## config.mk

```make
export PLATFORM = sky130hd
export DESIGN_NAME = rau_mul
export DESIGN_NICKNAME = d
export VERILOG_FILES = /design/src/rtl/rau_mul.sv
export SDC_FILE = /design/constraint.sdc
export NUM_CORES = 2
export LEC_CHECK = 0
export ABC_AREA = 1
export ABC_CLOCK_PERIOD_IN_PS = 14900
export BUFFER_PORTS_ARGS = -buffer_cell sky130_fd_sc_hd__buf_2
export CORE_UTILIZATION = 60
export CTS_BUF_LIST = sky130_fd_sc_hd__clkbuf_4
export DETAILED_ROUTE_END_ITERATION = 7
export PLACE_DENSITY = 0.77
export SETUP_SLACK_MARGIN = 0.05
export SLEW_MARGIN = 0
export SYNTH_ARGS = -nofsm -noshare
export SYNTH_HDL_FRONTEND = slang
export SYNTH_SLANG_ARGS = --single-unit
export TNS_END_PERCENT = 10
```

## constraint.sdc

```tcl
create_clock -name clk_i -period 14.9 [get_ports clk_i]
set_input_delay 0.745 -clock clk_i [delete_from_list [all_inputs] [get_ports clk_i]]
set_output_delay 0.745 -clock clk_i [all_outputs]
set_load 0.01 [all_outputs]
```

## src/rtl/rau_mul.sv

```systemverilog
// ----------------------------------------------------------------------------
// rau_mul: registered 32x32 unsigned multiplier
// Shared by all product terms; product appears in the cycle after the operands.
// ----------------------------------------------------------------------------
`default_nettype none

module rau_mul (
  input  wire logic        clk_i,
  input  wire logic [31:0] a_i,
  input  wire logic [31:0] b_i,
  output logic      [63:0] p_o
);

  logic [63:0] p_q;

  always_ff @(posedge clk_i) begin
    p_q <= {32'd0, a_i} * {32'd0, b_i};
  end

  assign p_o = p_q;

endmodule

`default_nettype wire

```

# After elaboration in Yosys (flattened, before gate mapping)

Index checks and enable logic that the tools add are counted.

Multiply operators: 1

Operator list:

| cell           | number |
|---|---|
| $mul 32x32->64 | 1 |

Register bits: 64
Output and inout bits: 64
Word-level logic and storage cells: 2
Input bits: 65

# Depth between registers and ports, before layout

Depth in word-level cells: 1
Mapped depth: 30
Mapped depth without buffers: 29

# Least setup slack after synthesis

Ideal clock, no wire load.

Kind: in2reg
From: in a_i[25]
To: reg p_q[60] (netlist: p_o[60])
Arrival: 6.447 ns
Setup time: 0.112 ns
Stages: 26
Path slack: 8.341 ns
Buffers on the path: 1
Required time: 14.788 ns
Path through: clkbuf_1 > nand2_1 > fa_1 > inv_1 > fa_1 > inv_1 > fa_1 > inv_1 > fa_1 > fa_1 > fa_1 > fa_1 > inv_1 > fa_1 > inv_1 > ha_1 > nand2_1 > nand2_1 > a21oi_1 > nand2_1 > nand2_1 > nand2_1 > a21oi_1 > nand2_1 > nand2_1 > nand2_1

Word-level cells in the longest chain between the ends: 1

RTL lines:

| element                | RTL line | text |
|---|---|---|
| start: declaration     | 9        | `input wire logic [31:0] a_i,` |
| $mul 32x32->64         | 17       | `p_q <= {32'd0, a_i} * {32'd0, b_i};` |
| end signal: assignment | 17       |  |
| end: declaration       | 14       | `logic [63:0] p_q;` |

Every way passes these cells.

# Final worst setup path

From: in b_i[8]
To: reg p_q[60] (netlist: p_o[60])

Word-level cells in the longest chain between the ends: 1

RTL lines:

| element            | RTL line | text |
|---|---|---|
| start: declaration | 10       | `input wire logic [31:0] b_i,` |
| $mul 32x32->64     | 17       |  |

Every way passes these cells.

==> results.toml <==
[synth]
syn-cell-area_mm2 = 0.0374
syn_nets = 6247
yosysWarnings = 0
synth.ff_latch_count = 64
synth_edf_count = 0
netlist-cell-type-count = 23
synthArstFlopShare = 0
syn_area_per_cell_um2 = 7.45
ys_seq_area_frac = 0.0343
synthFlopType = "dfxtp_1"
synthCells = 5023

[sta]
max_freq_mhz = 140
rsz0062_at_grt = "no"
setup-tns-final_ns = 0
worst_pin_slew_ns = 0.873
setup_violations = 0
slew_violations = 0
setup_slack_ns = 7.77
fin_crit_ns = 7.13
hold_viol_final = 0
maxSlewHeadroom = 0.418
fin_crit_sh = 0.478

[worst_setup_path]
worstSetupPathType = "in -> reg"
cp-end-kind = "register"
crit_buf_inv = 7
arrival_ns = 7.48
worstPathMaxFanout = 32
cp_top_family = "adder cells"
slowest_stage = "buf_2"
crit_required_ns = 15.25
cpPeakStageDelay_ns = 0.58
setup.worst_path.start_class = "input port"

[grt]
grt_max_degree = 33
grt_antenna_before_repair = 3
grt_pass1_wl_um = 161000
grt_use_total = 0.324
grt_pass1_vias = 31800
grt_overflow = 0

[floorplanning]
boundaryPins = 129
die_y_um = 252
coreArea_mm2 = 0.0616
fp.dieArea_mm2 = 0.0633
initial_utilization = 0.607
row_count = 91
die_width_um = 252

[placement]
place_area_mm2 = 0.0384
place.port_buffers = 128
place_ws_ns = 7.33
place_hpwl_um = 81000
place.gp.congestion = 0.984

[clocking]
cts_root_buf = "clkbuf_4"
cts_tree = "built"
cts.path.max_buffers = 2
clk_pin_slew_worst_paths_ns = 0.12
numCtsBuffers = 9
numClockSinks = 64
postCtsSetupBuffers = 0
cts_hold_buf = 0
cts.repair.resized = 0
cts-htree-levels = 3

[outcome]
violations = "design-rule violations"
status = "complete, but fails checks"

[worst_hold_path]
hold_class = "in -> reg"
worstHoldEndpoint = "p_o[0]"
hold_path_depth = 4
worstHoldStart = "b_i[0]"

[layout]
drive_gt1_frac = 0.0430
multi_input_area_mm2 = 0.0289
largest_reg_flops = 64
final_area_mm2 = 0.0386
layout_commonest_cell = "inv_1"
nFillCells = 5495
nets = 6200
area_growth_pct = 3.15
regArea_mm2 = 0.00128
final_cell_mix = "inv_1, nand2_1, fa_1"

[drt]
drc = 2
wire_per_inst_um = 16.6
vias = 29500
dr.pass1.iters = 8
ant_nets = 0
wl_um = 96500
avgViaCountPerCell = 5.07
drtIter0Drc = 2172

[run]
drv_cap = 0
==> cell type report <==
class	count	share of cell area
Multi-Input combinational cell	3032	0.749
Inverter	1735	0.169
Sequential cell	64	0.0332
Tap cell	837	0.0271
Timing Repair Buffer	134	0.0178
Clock inverter	7	0.00250
Clock buffer	9	0.00175
Antenna cell	1	0.0000649
==> cell families after synthesis <==
logic type	after synthesis	synth area share
adders and majority gates	1159	0.568
xor gates and xnor gates	35	0.00820
DFF	64	0.0343
and+or+nand+nor	1781	0.188
AOI/OAI and AO/OA	57	0.00853
buffers and inverters	1927	0.193
==> worst max-delay path by stage <==
stage / startpoint / endpoint / slack (ns) / depth (start not counted)
global route: b_i[8] / p_o[60] / 7.47 / 26
finish: b_i[8] / p_o[60] / 7.77 / 26
detailed placement: b_i[8] / p_o[60] / 7.33 / 26
global placement: b_i[8] / p_o[60] / 7.36 / 26
CTS: a_i[16] / p_o[26] / 7.83 / 21
floorplan: a_i[25] / p_o[60] / 8.34 / 26
==> stage by stage <==
step / util / instances / hold WS, ns
2_1_floorplan: - / 5023 / 0.843
3_3_place_gp: 0.624 / 5802 / 1.14
3_5_place_dp: 0.624 / 5802 / 1.14
4_1_cts: 0.626 / 5818 / 0.792
5_1_grt: 0.626 / 5819 / 0.828
6_report: 0.626 / 5819 / 0.810
==> synthesized netlist by cell type (all sizes together), types with 12 or more instances <==
| library cell | count | area (um^2) |
|---|---|---|
| nand3 | 65 | 370 |
| nor2 | 101 | 459 |
| fa | 896 | 17900 |
| nand2 | 1581 | 5970 |
| dfxtp | 64 | 1280 |
| inv | 1735 | 6510 |
| nor3 | 18 | 131 |
| clkbuf | 192 | 721 |
| xor2 | 33 | 289 |
| ha | 263 | 3290 |
| o21bai | 12 | 93.8 |
| nand4 | 16 | 100 |
| a21oi | 43 | 215 |
==> tightest hold or removal path, cell delays in order <==
cell	delay (ns)
buf_2	0.09
buf_4	0.23
nand2_1	0.11
inv_1	0.04
==> metal layers <==
layer / track usage / share of wire / wire length (um)
met1: 0.416 / 0.39 / 37500
met2: 0.572 / 0.51 / 49000
met3: 0.0313 / 0.067 / 6480
met5: 0 / 0.00028 / 27
met4: 0.115 / 0.036 / 3450
Power is not shown: default switching activity piles up to over one toggle a cycle in this logic, so the estimate is an artifact.
