<file path="src/rtl/rau_pkg.sv">
// ----------------------------------------------------------------------------
// rau_pkg: shared types and codes for the rational arithmetic unit
// Request and result payloads, opcodes, status codes, unit status.
// ----------------------------------------------------------------------------
`default_nettype none

package rau_pkg;

  localparam int DefWidth = 32;

  localparam logic [3:0] OP_ADD = 4'd0;
  localparam logic [3:0] OP_SUB = 4'd1;
  localparam logic [3:0] OP_MUL = 4'd2;
  localparam logic [3:0] OP_DIV = 4'd3;
  localparam logic [3:0] OP_EQ  = 4'd4;
  localparam logic [3:0] OP_LT  = 4'd5;
  localparam logic [3:0] OP_LE  = 4'd6;
  localparam logic [3:0] OP_GT  = 4'd7;
  localparam logic [3:0] OP_GE  = 4'd8;
  localparam logic [3:0] OP_NEG = 4'd9;
  localparam logic [3:0] OP_REC = 4'd10;

  localparam logic [1:0] ST_OK   = 2'd0;
  localparam logic [1:0] ST_DIVZ = 2'd1;
  localparam logic [1:0] ST_OVF  = 2'd2;

  typedef struct packed {
    logic [3:0]         opcode;
    logic signed [31:0] a_num;
    logic signed [31:0] a_den;
    logic signed [31:0] b_num;
    logic signed [31:0] b_den;
  } in_t;

  typedef struct packed {
    logic signed [31:0] res_num;
    logic [30:0]        res_den;
    logic               cmp_true;
    logic [1:0]         status;
  } out_t;

  typedef struct packed {
    logic busy;
    logic done;
  } unit_sts_t;

endpackage

`default_nettype wire

</file>
<file path="src/rtl/rau_gcd.sv">
// ----------------------------------------------------------------------------
// rau_gcd: iterative binary gcd
// One shift or subtract per cycle; y must be nonzero.
// ----------------------------------------------------------------------------
`default_nettype none

module rau_gcd (
  input  wire logic                clk_i,
  input  wire logic                rst_ni,
  input  wire logic                start_i,
  input  wire logic [63:0]         x_i,
  input  wire logic [63:0]         y_i,
  output rau_pkg::unit_sts_t       sts_o,
  output logic      [63:0]         g_o
);

  logic        busy_q, busy_d;
  logic [63:0] x_q, x_d, y_q, y_d;
  logic [5:0]  k_q, k_d;
  logic        fin;

  assign fin = busy_q && (x_q == 64'd0);

  always_comb begin
    busy_d = busy_q;
    x_d    = x_q;
    y_d    = y_q;
    k_d    = k_q;
    if (start_i && !busy_q) begin
      busy_d = 1'b1;
      x_d    = x_i;
      y_d    = y_i;
      k_d    = 6'd0;
    end else if (busy_q) begin
      if (fin) begin
        busy_d = 1'b0;
      end else if (!x_q[0] && !y_q[0]) begin
        x_d = x_q >> 1;
        y_d = y_q >> 1;
        k_d = k_q + 6'd1;
      end else if (!x_q[0]) begin
        x_d = x_q >> 1;
      end else if (!y_q[0]) begin
        y_d = y_q >> 1;
      end else if (x_q >= y_q) begin
        x_d = x_q - y_q;
      end else begin
        y_d = y_q - x_q;
      end
    end
  end

  always_ff @(posedge clk_i or negedge rst_ni) begin
    if (!rst_ni) begin
      busy_q <= 1'b0;
    end else begin
      busy_q <= busy_d;
    end
  end

  always_ff @(posedge clk_i) begin
    x_q <= x_d;
    y_q <= y_d;
    k_q <= k_d;
  end

  assign sts_o.busy = busy_q;
  assign sts_o.done = fin;
  assign g_o        = y_q << k_q;

endmodule

`default_nettype wire

</file>
<file path="config.mk">
export PLATFORM = sky130hd
export DESIGN_NAME = rau_gcd
export DESIGN_NICKNAME = d
export VERILOG_FILES = /design/src/rtl/rau_pkg.sv /design/src/rtl/rau_gcd.sv
export SDC_FILE = /design/constraint.sdc
export NUM_CORES = 1
export LEC_CHECK = 0
export BUFFER_PORTS_ARGS = -buffer_cell sky130_fd_sc_hd__buf_2
export CAP_MARGIN = 20
export CORE_ASPECT_RATIO = 1.5
export CORE_MARGIN = 2
export CORE_UTILIZATION = 55
export DETAILED_ROUTE_END_ITERATION = 12
export GPL_ROUTABILITY_DRIVEN = 0
export PLACE_DENSITY = 0.75
export SYNTH_ARGS = -nofsm -noshare
export SYNTH_HDL_FRONTEND = slang
export SYNTH_SLANG_ARGS = --single-unit
</file>
<file path="constraint.sdc">
create_clock -name clk_i -period 7.6 [get_ports clk_i]
set_clock_uncertainty 0.2 [all_clocks]
set_input_delay 1.14 -clock clk_i [delete_from_list [all_inputs] [get_ports clk_i]]
set_output_delay 1.14 -clock clk_i [all_outputs]
set_load 0.01 [all_outputs]
</file>
======== After elaboration in Yosys (flattened, before gate mapping) ========
Index checks and enable logic that the tools add are counted.
Widths: inputs -> output; s select.
word-level totals
  register bits after elaboration ......... 135
  bits of input ports ..................... 131
  output and inout port bits .............. 66
  word-level logic and storage cells ...... 47
cells by class
  add/subtract/negate cells ............... 3
  $lt $le $gt $ge ......................... 1
  equal/unequal tests ..................... 4
  shifts and indexed selects .............. 1
  muxes and demuxes ....................... 17
  bitwise gates (word level) .............. 1
  reduce and logical (&&, ||, !) cells .... 14
operators with widths
  kind                 count
  $mux 64              14
  $sub 64x64->64       2
  $ge 64x64->1         1
  $logic_not 64->1     1
  $shl 64x6->64        1
  $ne 4x1->1 const B   2
  $reduce_and 4->1     2
  $add 6x1->6 const B  1
  $reduce_and 3->1     2
  $ne 4x4->1 const B   1
  $logic_and 1x1->1    3
  $logic_not 1->1      3
  $mux 1               3
  $reduce_bool 3->1    1
  $ne 2x1->1 const B   1
  $reduce_and 2->1     1
  $reduce_bool 2->1    1
  $not 1->1            1

======== Logic depth before layout (Yosys ltp) ========
  depth in word-level cells ............... 8
  depth in mapped cells ................... 17
  gate-level depth less buffers ........... 14

======== Least setup slack after synthesis ========
Ideal clock, no wire load.
  path type ............................... flip-flop to flip-flop
  from .................................... register x_q[0]
  to ...................................... register y_q[10] (enable)
  data arrival time ....................... 5,643 ps
  data required time ...................... 6,878 ps
  setup slack ............................. 1,236 ps
  stages on the path, launching flop included .. 14
  buffers on the path ..................... 1
  path through ............................ edfxtp_1 > inv_1 > ha_1 > inv_1 > fa_1 > a211oi_2 > o21ai_1 > a21oi_2 > o211a_1 > o21a_1 > a21oi_1 > a2bb2oi_2 > clkbuf_1 > a31oi_1
between the ends
  longest elaborated chain between the ends .. 4
ends and longest elaborated chain
  what                                                  RTL line       RTL
  start, declared                                       rau_gcd.sv:18  logic [63:0] x_q, x_d, y_q, y_d;
  start signal, assigned                                rau_gcd.sv:62  x_q <= x_d;
  branches (longest 3 deep; another with $ge 64x64->1)  n/a
  $reduce_and 4->1 (no source line) *                   n/a
  end signal, assigned                                  rau_gcd.sv:63  y_q <= y_d;
  end, declared                                         rau_gcd.sv:18
Mark *: on every way between the ends.
A chain may end at the register's enable or synchronous reset.

======== Worst setup path in the final report ========
  from .................................... register x_q[7]
  to ...................................... register x_q[54] (data pin)
between the ends
  longest elaborated chain between the ends .. 8
ends and longest elaborated chain
  what               RTL line       RTL
  $sub 64x64->64     rau_gcd.sv:46  x_d = x_q - y_q;
  $mux 64            rau_gcd.sv:45  end else if (x_q >= y_q) begin
  $mux 64            rau_gcd.sv:43  end else if (!y_q[0]) begin
  $mux 64            rau_gcd.sv:41  end else if (!x_q[0]) begin
  $mux 64            rau_gcd.sv:37  end else if (!x_q[0] && !y_q[0]) begin
  $mux 64            rau_gcd.sv:35  if (fin) begin
  $mux 64            rau_gcd.sv:34  end else if (busy_q) begin
  $mux 64            rau_gcd.sv:29  if (start_i && !busy_q) begin
  named net x_d[54]  rau_gcd.sv:18
The timed path passes the listed nets, and every way through them passes these cells. The select of a mux whose other input is x is not followed.

==> metrics.md <==
| Metric | Value |
|---|---|
| Dominant synthesized flop cell | edfxtp_1 |
| Router iterations before antenna repair | 9 |
| Clock transition time at the flip-flop clock pins of the worst setup and hold paths | around 0.06 ns |
| Cell count after synthesis | around 2400 |
| Sum of net half-perimeters after detailed placement | 55200 um |
| Die footprint | approximately 35000 um2 |
| Tightest Pin Transition | between 1 and 1.5 ns |
| Worst Path Required | roughly 7.7 ns |
| DR vias | 20263 |
| Total length of routed wires | 73600 um |
| Hold violation total from the final report | 0 |
| Top-level port count | 197 |
| Buffers on Ports | 196 |
| Initial antenna violation count | 3 |
| Final worst path period need | 5.38 ns |
| Area growth from synthesis to layout | 8.52% |
| Post-synthesis cell area | between 15000 and 20000 um2 |
| Reg2Reg Capture Point | x_q[54] |
| Clock latency of the later-clocked register in the worst-skew pair | 0.48 ns |
| Setup TNS after final layout | 0 ns |
| Number of enable flip-flop cells after synthesis | 128 |
| Number of cells traversed by the worst register-to-register path | 14 |
| Antenna Violating Nets Remaining | 0 |
| Number of library cell types mapped by synthesis | 81 |
| Synthesis Warnings | 0 |
| Ratio of cells with drive above 1 in the final layout | 14.0% |
| Fillers | 3006 |
| Max Clk Rate | 186 MHz |
| Wire length of the first global-routing pass | 112000 um |
| Clk Tree Root Cell | clkbuf_16 |
| Worst Setup End Kind | flip-flop |
| Storage element area | 4000 um2 |
| Area after detailed placement | 19300 um2 |
| Vertical die dimension | 228 um |
| Critical path peak fanout | 40 |
| Iteration-0 DRC count of the detailed router | 2817 |
| Number of setup violations in the final report | 0 |
| Deepest clock path buffer count | 2 |
| Net count, final | 2771 |
| Max_slew headroom | 18.8% |
| Sequential element share of the synthesized area | 21.8% |
| Unrepaired setup endpoints after global routing | false |
| Reg2reg start | x_q[7] |
| Clock sinks | 135 |
| Total instance count after detailed placement | 2904 |
| Outcome | finished, final reports clean |
| Max Transition Viols Final | 0 |
| All-layer global routing usage | 41.8% |
| Syn_area_per_cell | 7.50 um2 |
| Number of standard-cell rows in the floorplan | 81 |
| Total core area | roughly 33000 um2 |
| Maximum level of the CTS H-tree | 4 |
| Utilization of the core after routing | 60.7% |
| Number of global-route vias before repair | roughly 19000 |
| Number of cells in the finished layout apart from fillers | about 3000 |
| GRT Residual Overflow | 0 |
| Clock tree from TritonCTS | yes |
| Count of maximum capacitance violations | 0 |
| Slowest stage cell on the critical path | edfxtp_1 |
| Non-Filler Cell Area, Final | 19900 um2 |
| Post-CTS setup buffers | 0 |
| Reg-to-reg slack, setup | 2.22 ns |
| Wire length per cell after detailed routing | 25.0 um |
| Worst Setup Start Kind | flip-flop |
| Class of the most critical hold timing path | primary input to async pin |
| Worst path cell trace | inv_1 -> ha_1 -> a21oi_1 -> o21ai_1 -> a21oi_2 -> o211a_1 -> o21a_1 -> a21oi_1 -> a2bb2oi_2 -> buf_4 -> and3_2 -> buf_4 -> nand2_1 -> o22ai_1 |
| Pin count of the biggest net entering global routing | 80 |
| DRC violation count after routing | 0 |
| DR vias/cell | 6.89 |
| Number of buffers inserted during clock tree synthesis | 17 |
| Syn nets | 2705 |
| Stage delay of the slowest cell on the critical path | 0.71 ns |
| Initial core utilization | 56.0% |
| Crit Path Category | flip-flop to flip-flop |
| Final critical-path share of the clock period | 70.7% |
| Hold-fix buffer count after cts | 0 |
| Chip Width | around 150 um |
| Number of synthesized register bits | 135 |
| Endpoint arrival time on the critical path | 5.46 ns |
| Post-synth ARST share | 0.741% |
| Number of resized instances in the post-cts repair step | 0 |
| Area occupied by multi-input gates | 13000 um2 |
[registers in the layout, summed over array words and instances, names as in the netlist]
register / count
k_q: 6
y_q: 64
x_q: 64
busy_q: 1
[cells in the final DEF, fill, tap and decap left out, types with 25 or more instances in the layout]
cell	n
nand4_1	44
buf_2	196
o21ai_0	147
a21oi_1	257
mux2i_1	57
nand2_1	251
mux4_2	46
o21bai_1	48
a221oi_1	47
a22oi_1	35
nor2_1	355
edfxtp_1	128
ha_1	129
a21o_1	55
o21ai_1	30
xnor2_1	99
nand3_1	25
nor3_1	47
xor2_1	26
inv_1	169
[logic make-up (layout without fill, tap and decap cells)]
kind of cell / after synthesis / after routing / synth area share [%]
other cells: 0 / 2 / 0
buf+inv: 343 / 422 / 7.62
flops: 135 / 135 / 21.8
fa+ha+maj: 131 / 131 / 9.03
simple gates: 815 / 815 / 19.2
compound gates: 791 / 791 / 27.6
xor+xnor: 125 / 125 / 5.98
mux: 103 / 103 / 8.77
[worst max-delay path, delay by kind of cell (launching register included)]
kind                       cells  cell delay [ns]
AOI/OAI and AO/OA              8             1.82
buffers and inverters          3             0.94
and+or+nand+nor                2             0.95
adders and majority gates      1             0.49
DFF                            1             0.71
[worst max path at each step]
| stage | start | to | slack [ns] | cells past startpoint |
|---|---|---|---|---|
| after floorplan | x_q[0] | y_q[10] | 1.24 | 13 |
| after global placement | y_q[18] | x_q[33] | 2.60 | 12 |
| after detailed placement | y_q[16] | x_q[54] | 2.46 | 12 |
| after CTS | y_q[18] | x_q[54] | 2.45 | 12 |
| after global routing | x_q[7] | x_q[54] | 2.04 | 14 |
| final | x_q[7] | x_q[54] | 2.22 | 14 |
[cell type report]
type | count | share of cell area [%]
multi-input cells | 1965 | 65.3
flip-flops and latches | 135 | 20.1
repair buffers | 219 | 5.93
inverters | 171 | 3.23
well taps | 415 | 2.61
clock buffers | 20 | 2.30
clock inverters | 12 | 0.522
diodes | 2 | 0.0252
[metal layers]
layer / wire (um) / vias to the layer above / track usage [%]
met1: 25400 / 9272 / 48.7
met2: 32400 / 1603 / 66.0
met4: 6900 / 0 / 32.0
met3: 8780 / 439 / 11.1
met5: 0 / - / 0
li1: - / 8949 / -
[cells in the mapped netlist (8+ instances only)]
| master | number | share of area (%) |
|---|---|---|
| nor4_1 | 22 | 0.75 |
| mux4_2 | 46 | 5.7 |
| a21boi_0 | 9 | 0.37 |
| ha_1 | 129 | 8.8 |
| mux2i_1 | 57 | 3.1 |
| nand2b_1 | 9 | 0.31 |
| a221oi_1 | 47 | 2.2 |
| nand2_1 | 254 | 5.2 |
| nand3_1 | 25 | 0.68 |
| nand4_1 | 44 | 1.5 |
| inv_1 | 170 | 3.5 |
| o21bai_1 | 48 | 2.0 |
| xor2_1 | 26 | 1.2 |
| o21ai_1 | 30 | 0.82 |
| o21a_1 | 10 | 0.41 |
| buf_4 | 12 | 0.49 |
| nor3_1 | 47 | 1.3 |
| nor2b_1 | 10 | 0.34 |
| nor2_1 | 355 | 7.3 |
| clkbuf_1 | 98 | 2.0 |
| nor2_2 | 11 | 0.38 |
| a211oi_1 | 22 | 0.90 |
| o22ai_1 | 23 | 0.79 |
| a22oi_1 | 35 | 1.4 |
| o21ai_0 | 147 | 4.0 |
| a31oi_1 | 23 | 0.79 |
| buf_2 | 38 | 1.0 |
| a21oi_1 | 257 | 7.0 |
| xnor2_1 | 99 | 4.7 |
| a21o_1 | 55 | 2.3 |
| edfxtp_1 | 128 | 21 |
| and2_1 | 10 | 0.34 |
| and3_1 | 9 | 0.31 |
| o211ai_1 | 8 | 0.33 |
| buf_1 | 22 | 0.45 |
| a221oi_2 | 10 | 0.82 |
[through the flow]
stage | hold slack [ns] | worst slack, ns
6_report | 0.270 | 2.22
5_1_grt | 0.269 | 2.04
4_1_cts | 0.252 | 2.45
3_5_place_dp | 0.450 | 2.46
3_3_place_gp | 0.432 | 2.60
2_1_floorplan | 0.380 | 1.24
Power is not shown: default switching activity piles up to over one toggle a cycle in this logic, so the estimate is an artifact.
