**src/rtl/rau_pkg.sv**
```systemverilog
// ----------------------------------------------------------------------------
// rau_pkg: shared types and codes for the rational arithmetic unit
// Request and result payloads, opcodes, status codes, unit status.
// ----------------------------------------------------------------------------
`default_nettype none

package rau_pkg;

  localparam int DefWidth = 32;

  localparam logic [3:0] OP_ADD = 4'd0;
  localparam logic [3:0] OP_SUB = 4'd1;
  localparam logic [3:0] OP_MUL = 4'd2;
  localparam logic [3:0] OP_DIV = 4'd3;
  localparam logic [3:0] OP_EQ  = 4'd4;
  localparam logic [3:0] OP_LT  = 4'd5;
  localparam logic [3:0] OP_LE  = 4'd6;
  localparam logic [3:0] OP_GT  = 4'd7;
  localparam logic [3:0] OP_GE  = 4'd8;
  localparam logic [3:0] OP_NEG = 4'd9;
  localparam logic [3:0] OP_REC = 4'd10;

  localparam logic [1:0] ST_OK   = 2'd0;
  localparam logic [1:0] ST_DIVZ = 2'd1;
  localparam logic [1:0] ST_OVF  = 2'd2;

  typedef struct packed {
    logic [3:0]         opcode;
    logic signed [31:0] a_num;
    logic signed [31:0] a_den;
    logic signed [31:0] b_num;
    logic signed [31:0] b_den;
  } in_t;

  typedef struct packed {
    logic signed [31:0] res_num;
    logic [30:0]        res_den;
    logic               cmp_true;
    logic [1:0]         status;
  } out_t;

  typedef struct packed {
    logic busy;
    logic done;
  } unit_sts_t;

endpackage

`default_nettype wire

```
**src/rtl/rau_div.sv**
```systemverilog
// ----------------------------------------------------------------------------
// rau_div: restoring divider, one quotient bit per cycle
// 64-bit unsigned quotient after 64 steps; divisor must be nonzero.
// ----------------------------------------------------------------------------
`default_nettype none

module rau_div (
  input  wire logic          clk_i,
  input  wire logic          rst_ni,
  input  wire logic          start_i,
  input  wire logic [63:0]   dividend_i,
  input  wire logic [63:0]   divisor_i,
  output rau_pkg::unit_sts_t sts_o,
  output logic      [63:0]   quo_o
);

  logic        busy_q, busy_d, done_q, done_d;
  logic [5:0]  cnt_q, cnt_d;
  logic [63:0] rem_q, rem_d, quo_q, quo_d, dvs_q, dvs_d;
  logic [64:0] trial;
  logic        fits;

  assign trial = {rem_q, quo_q[63]};
  assign fits  = trial >= {1'b0, dvs_q};

  always_comb begin
    busy_d = busy_q;
    done_d = 1'b0;
    cnt_d  = cnt_q;
    rem_d  = rem_q;
    quo_d  = quo_q;
    dvs_d  = dvs_q;
    if (start_i && !busy_q) begin
      busy_d = 1'b1;
      cnt_d  = 6'd0;
      rem_d  = 64'd0;
      quo_d  = dividend_i;
      dvs_d  = divisor_i;
    end else if (busy_q) begin
      rem_d = fits ? 64'(trial - {1'b0, dvs_q}) : trial[63:0];
      quo_d = {quo_q[62:0], fits};
      cnt_d = cnt_q + 6'd1;
      if (cnt_q == 6'd63) begin
        busy_d = 1'b0;
        done_d = 1'b1;
      end
    end
  end

  always_ff @(posedge clk_i or negedge rst_ni) begin
    if (!rst_ni) begin
      busy_q <= 1'b0;
      done_q <= 1'b0;
    end else begin
      busy_q <= busy_d;
      done_q <= done_d;
    end
  end

  always_ff @(posedge clk_i) begin
    cnt_q <= cnt_d;
    rem_q <= rem_d;
    quo_q <= quo_d;
    dvs_q <= dvs_d;
  end

  assign sts_o.busy = busy_q;
  assign sts_o.done = done_q;
  assign quo_o      = quo_q;

endmodule

`default_nettype wire

```
**config.mk**
```make
export PLATFORM = sky130hd
export DESIGN_NAME = rau_div
export DESIGN_NICKNAME = d
export VERILOG_FILES = /design/src/rtl/rau_pkg.sv /design/src/rtl/rau_div.sv
export SDC_FILE = /design/constraint.sdc
export NUM_CORES = 1
export LEC_CHECK = 0
export ABC_AREA = 1
export BUFFER_PORTS_ARGS = -buffer_cell sky130_fd_sc_hd__buf_2
export CAP_MARGIN = 0
export CORE_MARGIN = 8
export CORE_UTILIZATION = 55
export DETAILED_ROUTE_END_ITERATION = 7
export HOLD_SLACK_MARGIN = 0.03
export PLACE_DENSITY = 0.81
export SLEW_MARGIN = 10
export SYNTH_ARGS = -nofsm -noshare
export SYNTH_HDL_FRONTEND = slang
export SYNTH_SLANG_ARGS = --single-unit
```
**constraint.sdc**
```tcl
create_clock -name clk_i -period 4.4 [get_ports clk_i]
set_clock_uncertainty 0.2 [all_clocks]
set_input_delay 0.22 -clock clk_i [delete_from_list [all_inputs] [get_ports clk_i]]
set_output_delay 0.22 -clock clk_i [all_outputs]
set_load 0.005 [all_outputs]
```
Word-level counts from Yosys, hierarchy flattened
Index checks and enable logic that the tools add are counted.
W data, S select, Z words.
{"block": "op_classes", "addsub": 2, "n_lt_le_gt_ge": 1, "eq_ne": 1, "muxes": 9, "reduce_logical": 3}
{"operator": "$mux W64", "n": 3}
{"operator": "$ge A65 B64 Y1", "n": 1}
{"operator": "$sub A64 B64 Y64", "n": 1}
{"operator": "$add A6 B1 Y6 const B", "n": 1}
{"operator": "$eq A6 B6 Y1 const B", "n": 1}
{"operator": "$mux W1", "n": 6}
{"operator": "$reduce_bool A2 Y1", "n": 1}
{"operator": "$logic_and A1 B1 Y1", "n": 1}
{"operator": "$logic_not A1 Y1", "n": 1}
{"block": "totals", "reg_bits": 200, "in_bits": 131, "elab_cells": 22}

Longest topological paths before layout
Gate-level depths: netlist of run 1.
{"block": "depth", "word_depth": 4, "depth_mapped": 19}

Least setup slack after synthesis of run 1
OpenSTA, ideal clock, no wires.
{"block": "synth_path", "path_type": "register -> register", "from": "reg busy_q", "to": "reg dvs_q[0] (enable)", "arrival_time_ns": 2.875, "path_slack_ns": 0.871, "path_stages_with_launch": 5, "synth_period_minus_slack_ns": 3.529, "path_cell_list": "dfrtp_1 buf_2 nor2_1 clkbuf_1 clkbuf_1"}
{"block": "synth_via", "elab_chain_len": 2}
{"item": "start, declared", "line": "rau_div.sv:17", "rtl": "logic busy_q, busy_d, done_q, done_d;"}
{"item": "start signal, assigned", "line": "rau_div.sv:55", "rtl": "busy_q <= busy_d;"}
{"item": "$logic_not A1 Y1", "line": "rau_div.sv:33", "rtl": "if (start_i && !busy_q) begin"}
{"item": "$logic_and A1 B1 Y1", "line": "rau_div.sv:33"}
{"item": "end signal, assigned", "line": "rau_div.sv:64", "rtl": "dvs_q <= dvs_d;"}
{"item": "end, declared", "line": "rau_div.sv:19", "rtl": "logic [63:0] rem_q, rem_d, quo_q, quo_d, dvs_q, dvs_d;"}
Every way passes these cells.
A chain may end at the register's enable or synchronous reset.

Worst setup path in the final report of run 1
{"block": "layout_path", "from": "reg dvs_q[28]", "to": "reg rem_q[24]"}
{"block": "layout_via", "elab_chain_len": 2}
{"item": "$ge A65 B64 Y1", "line": "rau_div.sv:24", "rtl": "assign fits = trial >= {1'b0, dvs_q};"}
{"item": "$mux W64", "line": "rau_div.sv:40", "rtl": "rem_d = fits ? 64'(trial - {1'b0, dvs_q}) : trial[63:0];"}
{"item": "end signal, assigned", "line": "rau_div.sv:62", "rtl": "rem_q <= rem_d;"}
{"item": "end, declared", "line": "rau_div.sv:19"}
Every way passes these cells.

==> summary.md, run 1 <==
| Metric | Value |
|---|---|
| Number of H-tree levels | 4 |
| Total grt overflow | 0 |
| PwrDens | 703 nW/um2 |
| Clk root buf | clkbuf_16 |
| Die W | between 150 and 200 um |
| Startpoint types | flop |
| Clock latency on the worst-skew pair | 470 ps |
| DR iter-0 viols | around 1600 |
| First-pass GRT wire length | between 70000 and 80000 um |
| Multi-input logic area | around 7000 um2 |
| # fillers | 2124 |
| CTS tree | built |
| Relative slew slack | 0.323 |
| Status | finished, final reports clean |
| Leakage power | 9.63 nW |
| Post-DP Area | between 15000 and 20000 um2 |
| Design area | between 15000 and 20000 um2 |
| Vias/cell | 5.31 |
| Number of port buffers | 196 |
| Synth Cell Area | 14200 um2 |
| Via Count | 15000 |
| Post-synthesis async set-or-reset flop share | 0.0100 |
| Ports | 197 |
| Largest net degree at the start of global routing | between 70 and 80 |
| Prevailing post-synth register cell | edfxtp_1 |
| Routed Antenna Nets | 0 |
| Area Overhead vs Synth | 22.6% |
| Worst path required time | 4530 ps |
| Crit path cell chain | inv_1, ha_1, nand2_1, inv_1, nand2_1, nand2_1, nand2_1, nand3_1, inv_2, nand2_1, inv_2, nand2_2, nand2_4, buf_4, nand3_1, nand3_1, o21ai_1 |
| Hold Crit Class | primary input to flop |
| CTS Buf Count | 17 |
| Slowest stage delay, CP | approximately 600 ps |
| Synth warn | 0 |
| Clock Tree Buf Depth | 2 |
| Post-synth EDFFs | 128 |
| WS Path Type | flop to flop |
| Area occupied by registers | 5300 um2 |
| RSZ-0062 raised after global routing | no |
| Crit. End Element | flop |
| Die area | 31200 um2 |
| Avg WL per Cell | 18.1 um |
| Setup TNS | 0 ps |
| Cells after DPL | approximately 2700 |
| Number of antenna repair diodes | 0 |
| Detailed placement HPWL | 36600 um |
| Hold Vio Cnt, Final | 0 |
| CP most frequent cell | nand2_1 |
| Drt drc | 0 |
| Most frequent cells in the layout | 924 x nand2_1, 420 x inv_1, 196 x buf_2 |
| Initial Utilization | 0.562 |
| Clock transition at the registers of the reported paths | 100 ps |
| Worst slew pin tran | 1020 ps |
| Sequential area share after synthesis | 0.373 |
| Setup-failing EPs final | 0 |
| Post-Synthesis Cells | about 2200 |
| Final #Nets | between 2000 and 3000 |
| Slew Viols, Final | 0 |
| Critical path's slowest cell | buf_4 |
| Final min period | between 3000 and 4000 ps |
| Max Cap Viol | 0 |
| Drt first pass iters | 7 |
| Initial antenna violation count | 0 |
| Crit-path max FO | 66 |
| Critical path arrival | 3350 ps |
| Commonest non-fill, non-tap cell in the layout | nand2_1 |
| Core Rows | 58 |
| Syn_area_per_cell | 6.54 um2 |
| Post-CTS setup repair buffer count | 0 |
| Pwr Total | 12.2 mW |
| Peak VDD IR | 0.429 mV |
| RePlAce Congestion | 1.03 |
| FMAX | 311 MHz |
| Crit path max-delay family | simple AND/OR/NAND/NOR gates |
| Core box area | 25300 um2 |
| Fin crit share | 0.731 |
| WL final | between 50000 and 60000 um |
| Vias in the first global route | approximately 15000 |
| Post-route core utilization | 0.688 |
| Ratio of cells with drive above 1 in the final layout | 0.112 |
| GRT Total Usage | 0.325 |
| #FFs+latches synth | 200 |
| Crit path buffers/inverters | 5 |
| Die Y | 177 um |
| Non-Filler Instances | 2820 |
| Clk sinks | 200 |
| Count of cell types in the netlist | 40 |
| Syn nets | 2367 |
## metal layers
metal	global-route usage	part of all wire	vias to the layer above
met5	0	0	-
met4	0.111	0.033	0
met3	0.0607	0.087	101
met2	0.532	0.45	789
met1	0.426	0.43	6833
li1	-	-	7243
## worst paths after layout
check	start	to	slack, ps	cells past startpoint
max	dvs_q[28]	rem_q[24]	1180	17
min	divisor_i[39]	dvs_q[39]	260	2
max reg2reg	dvs_q[28]	rem_q[24]	1180	17
min reg2reg	rem_q[44]	rem_q[44]	270	2
max in group asynchronous	rst_ni	busy_q	3430	3
min in group asynchronous	rst_ni	done_q	420	3
## metrics by stage
| stage | hold slack (ps) | worst slack (ps) |
|---|---|---|
| after floorplan | -276 | 871 |
| after global placement | -193 | 1430 |
| after detailed placement | -191 | 1380 |
| after CTS | 260 | 1350 |
| after global routing | 279 | 1040 |
| final | 264 | 1180 |
## state kept, by name, summed over array words and instances (netlist names)
| name | cells |
|---|---|
| busy_q | 1 |
| cnt_q | 6 |
| done_q | 1 |
| dvs_q | 64 |
| quo_o | 64 |
| rem_q | 64 |
## layout make-up
class,count,share of cell area
Multi-Input combinational cell,1488,0.403
Sequential cell,200,0.305
Timing Repair Buffer,338,0.138
Inverter,432,0.0933
Clock buffer,17,0.0245
Tap cell,330,0.0237
Clock inverter,15,0.0128
## cells by family after synthesis
| group | count (synthesis) | synth area share |
|---|---|---|
| AND/OR/NAND/NOR | 1286 | 0.376 |
| buffers and inverters | 482 | 0.134 |
| flip-flops | 200 | 0.373 |
| AO/OA/AOI/OAI | 105 | 0.0393 |
| adder cells (fa/ha/maj) | 66 | 0.0587 |
| XOR/XNOR | 31 | 0.0191 |
## power by group
group / internal (mW) / leakage (nW) / switching (mW)
Sequential: 2.88 / 1.86 / 0.488
Clock: 0.810 / 0.311 / 0.964
Combinational: 2.46 / 7.46 / 4.63
## cells in the mapped netlist (5+ instances only)
library cell	count	area, um2
inv_1	421	1580
dfxtp_1	70	1400
clkbuf_1	18	67.6
xnor2_1	28	245
edfxtp_1	128	3840
o21ai_1	20	100
buf_1	5	18.8
nand3_1	151	756
nor3_1	12	60.1
buf_2	15	75.1
nand2_2	7	43.8
ha_1	65	813
buf_4	6	45.0
nand2_1	924	3470
o21ai_0	23	115
nor2_2	10	62.6
buf_6	6	67.6
nor2_1	111	417
inv_2	9	33.8
a21oi_1	51	255
nand4_1	17	106
o21bai_1	5	37.5
nand3b_1	36	270
and2_1	5	31.3
## what timing repair did
item	4_1_cts	5_1_grt
resized for setup	0	0
hold buffers	131	0
endpoints found under the hold margin	131	0
(Power assumes the default switching activity.)
==> run 2: changes to the inputs <==
- ABC_AREA: 1 -> 0
- CORE_UTILIZATION: 55 -> 52
- PLACE_DENSITY: 0.81 -> 0.82
- clock period: 4.4 -> 2.8 ns (I/O delays scaled with it)
==> summary.md, run 2 <==
| Metric | Value |
|---|---|
| Status | complete, but fails checks (was finished, final reports clean) |
| Violated checks | setup timing |
| Pwr Total | 20.2 mW (was 12.2 mW) |
| Critical path arrival | 3450 ps (was 3350 ps) |
| Leakage power | 7.74 nW (was 9.63 nW) |
| Die Y | 165 um (was 177 um) |
| Worst slack, placed | -510 ps (was 1380 ps) |
| Die area | 27200 um2 (was 31200 um2) |
| Psw | 7.97 mW (was 6.08 mW) |
| Clock transition at the registers of the reported paths | 90 ps (was 100 ps) |
| Max Cap Viol | 0 (unchanged) |
| Syn nets | 1340 (was 2367) |
| Post-synth EDFFs | 128 (unchanged) |
| Sequential area share after synthesis | 0.460 (was 0.373) |
| Initial Utilization | 0.529 (was 0.562) |
| Via Count | 11500 (was 15000) |
| Number of H-tree levels | 4 (unchanged) |
| Fraction of synthesized area in multiplexers | 0.0662 (was 0) |
| Most frequent cell after synthesis | edfxtp_1 (was nand2_1) |
| Most frequent cells in the layout | 286 x buf_4, 196 x buf_2, 131 x dlygate4sd3_1 (was 924 x nand2_1, 420 x inv_1, 196 x buf_2) |
| Synth warn | 0 (unchanged) |
| Syn_area_per_cell | 10.1 um2 (was 6.54 um2) |
| Relative slew slack | 0.629 (was 0.323) |
| Synth cell count leaders | 128 x edfxtp_1, 95 x nand2_1, 94 x o21ai_0 (was 924 x nand2_1, 421 x inv_1, 151 x nand3_1) |
| WL final | 38700 um (was 51000 um) |
| Design area | 17400 um2 (about the same) |
| RSZ-0062 raised after global routing | yes (was no) |
| Final worst slack | -513 ps (was 1180 ps) |
| Hold Crit Class | primary input to flop (unchanged) |
| GR Util met1 | 0.329 (was 0.426) |
| Top Usage Layer GRT | met2 (unchanged) |
| Critical path's slowest cell | o41ai_4 (was buf_4) |
| Die W | 165 um (was 177 um) |
| Count of cell types in the netlist | 67 (was 40) |
| CP most frequent cell | buf_4 (was nand2_1) |
| Crit path cell chain | inv_1, ha_1, nand4_1, o22ai_1, a211oi_2, buf_4, a211oi_4, nor4_4, buf_4, o211ai_4, a21oi_4, o41ai_4, xnor2_1, o21ai_1, a22o_1 (was inv_1, ha_1, nand2_1, inv_1, nand2_1, nand2_1, nand2_1, nand3_1, inv_2, nand2_1, inv_2, nand2_2, nand2_4, buf_4, nand3_1, nand3_1, o21ai_1) |
| Detailed placement HPWL | 26300 um (was 36600 um) |
| Net Sw Frac | 0.395 (was 0.497) |
| Fraction of the mapped netlist area in simple logic gates | 0.101 (was 0.376) |
| Synth Area in Compound Gates | 0.200 (was 0.0393) |
| Clock power share | 0.127 (was 0.145) |
| Setup-failing EPs final | 65 (was 0) |
| Clock latency on the worst-skew pair | 450 ps (was 470 ps) |
| Drt drc | 0 (unchanged) |
| DR iter-0 viols | 848 (was 1634) |
| Grt met3 use | 0.0798 (was 0.0607) |
| Total grt overflow | 0 (unchanged) |
| CTS tree | built (unchanged) |
| Register-to-Register Path Depth | 15 (was 17) |
| Core box area | 21800 um2 (was 25300 um2) |
| Hold Vio Cnt, Final | 0 (unchanged) |
| Core Rows | 54 (was 58) |
| Avg WL per Cell | 19.1 um (was 18.1 um) |
| Ratio of cells with drive above 1 in the final layout | 0.396 (was 0.112) |
| Startpoint types | flop (unchanged) |
| Combinational Power Share | 0.617 (was 0.580) |
| GRT met2 Usage | 0.462 (was 0.532) |
| Routed Antenna Nets | 0 (unchanged) |
| Worst path required time | 2940 ps (was 4530 ps) |
| Commonest non-fill, non-tap cell in the layout | buf_4 (was nand2_1) |
| Clk sinks | 200 (unchanged) |
| Post-DP Area | 14800 um2 (was 15400 um2) |
| Crit-path max FO | 3 (was 66) |
| Largest net degree at the start of global routing | 65 (was 72) |
| Slowest stage delay, CP | 360 ps (was 600 ps) |
| Clock Tree Buf Depth | 2 (unchanged) |
| PwrDens | 1160 nW/um2 (was 703 nW/um2) |
| Area Overhead vs Synth | 50.8% (was 22.6%) |
| Drt first pass iters | 5 (was 7) |
| Int Power | 12.2 mW (was 6.15 mW) |
| Worst hold slack | 197 ps (was 264 ps) |
| FMAX | 302 MHz (was 311 MHz) |
| CTS Buf Count | 17 (unchanged) |
| Final #Nets | 1926 (was 2674) |
| RePlAce Congestion | 0.944 (was 1.03) |
| Main combinational cell family by area after synthesis | compound AO/OA/AOI/OAI gates (was simple AND/OR/NAND/NOR gates) |
| Post-synthesis async set-or-reset flop share | 0.0100 (unchanged) |
| Post-Synth XOR/XNOR Area | 0.0479 (was 0.0191) |
| Hold Path Depth | 2 (unchanged) |
| CP Launch Point | dvs_q[10] (was dvs_q[28]) |
| Initial antenna violation count | 2 (was 0) |
| Ports | 197 (unchanged) |
| Setup TNS | -27680 ps (was 0 ps) |
| Largest area contributor in the netlist | edfxtp_1 (unchanged) |
| Crit. End Element | flop (unchanged) |
| Peak VDD IR | 0.579 mV (was 0.429 mV) |
| First-pass GRT wire length | 59800 um (was 79800 um) |
| Synth Cell Area | 11500 um2 (was 14200 um2) |
| Sequential Power Share | 0.256 (was 0.275) |
| Post-Synthesis Cells | 1143 (was 2170) |
| Final min period | 3310 ps (was 3220 ps) |
| #FFs+latches synth | 200 (unchanged) |
| Slew Viols, Final | 0 (unchanged) |
| GRT Total Usage | 0.278 (was 0.325) |
| Vias in the first global route | 11900 (was 14700) |
| Worst slew pin tran | 551 ps (was 1020 ps) |
| Synth top area share | 0.334 (was 0.271) |
| # fillers | 1239 (was 2124) |
| Clk root buf | clkbuf_16 (unchanged) |
| Prevailing post-synth register cell | edfxtp_1 (unchanged) |
| Vias/cell | 5.70 (was 5.31) |
| Hold Crit Start | divisor_i[52] (was divisor_i[39]) |
| Post-synthesis adder-cell area fraction | 0.0724 (was 0.0587) |
| RR Startpoint | dvs_q[10] (was dvs_q[28]) |
| WS Path Type | flop to flop (unchanged) |
| Ranking of synthesized cells by area | edfxtp_1 33%, dfxtp_1 12%, ha_1 7.1% (was edfxtp_1 27%, nand2_1 24%, inv_1 11%) |
| Fin crit share | 1.18 (was 0.731) |
| Number of port buffers | 196 (unchanged) |
[run 2: cell types whose count changed in the layout (fill, tap and decap cells not counted), sizes merged, moves of 26 or more]
cell    change
nand3     -143
buf       +290
nand2     -838
o21ai      +58
a21o       +26
a21oi      +39
a22o       +37
mux2       +65
nand3b     -36
nor2       -70
inv       -346
[run 2: worst max-delay path: cells and delay by family, from the launching register on]
| kind | cells | cell delay [ps] |
|---|---|---|
| AO/OA/AOI/OAI | 8 | 1570 |
| buffers and inverters | 3 | 370 |
| adder cells (fa/ha/maj) | 1 | 350 |
| flip-flops | 1 | 340 |
| AND/OR/NAND/NOR | 2 | 210 |
| XOR/XNOR | 1 | 170 |
[run 2: path summary, 6_finish.rpt]
kind	to	slack (ps)
min reg2reg	done_q	300
min	dvs_q[52]	200
max	rem_q[63]	-510
max reg2reg	rem_q[63]	-510
min in group asynchronous	done_q	390
max in group asynchronous	busy_q	1870
[run 2: power groups by stage]
stage	Sequential (mW)	Combinational, mW	Clock [mW]
CTS	5.10	11.5	2.59
finish	5.18	12.5	2.56
global route	5.28	13.4	2.69
global placement	5.08	10.4	0
detailed placement	5.12	10.8	0
floorplan	5.08	6.01	0
[run 2: repair_timing]
action	CTS	global route
endpoints found under the hold margin	133	0
pin swaps	15	35
gates resized for setup	78	66
cloned	1	1
hold buffers	131	0
endpoints found under the setup margin	65	65
buffers inserted	8	11
[run 2: logic make-up (layout without fill, tap and decap cells)]
| group | count (synthesis) | after routing |
|---|---|---|
| buffers and inverters | 149 | 747 |
| and+or+nand+nor | 246 | 246 |
| xor gates and xnor gates | 63 | 63 |
| AOI/OAI and AO/OA | 351 | 351 |
| adders and majority gates | 66 | 66 |
| other | 0 | 3 |
| muxes | 68 | 68 |
| DFF | 200 | 200 |
[run 2: final cells by class]
class	count	area, um2	share of cell area
multi-input cells	794	6070	0.350
flip-flops and latches	200	5300	0.305
repair buffers	629	4700	0.271
clock buffers	17	425	0.0245
well taps	280	350	0.0202
inverters	87	327	0.0188
clock inverters	14	183	0.0105
diodes	3	7.51	0.000432
[run 2: per-layer routing]
layer | part of all wire | up-vias | routed length (um)
li1 | - | 5370 | -
met1 | 0.39 | 5424 | 15100
met3 | 0.097 | 122 | 3760
met2 | 0.47 | 617 | 18200
met5 | 0.00034 | - | 13
met4 | 0.042 | 2 | 1650
[run 2: through the flow]
stage	cells	util
after CTS	2011	0.782
after floorplan	1143	-
final	2024	0.798
after global placement	1840	0.682
after detailed placement	1840	0.682
after global routing	2023	0.798
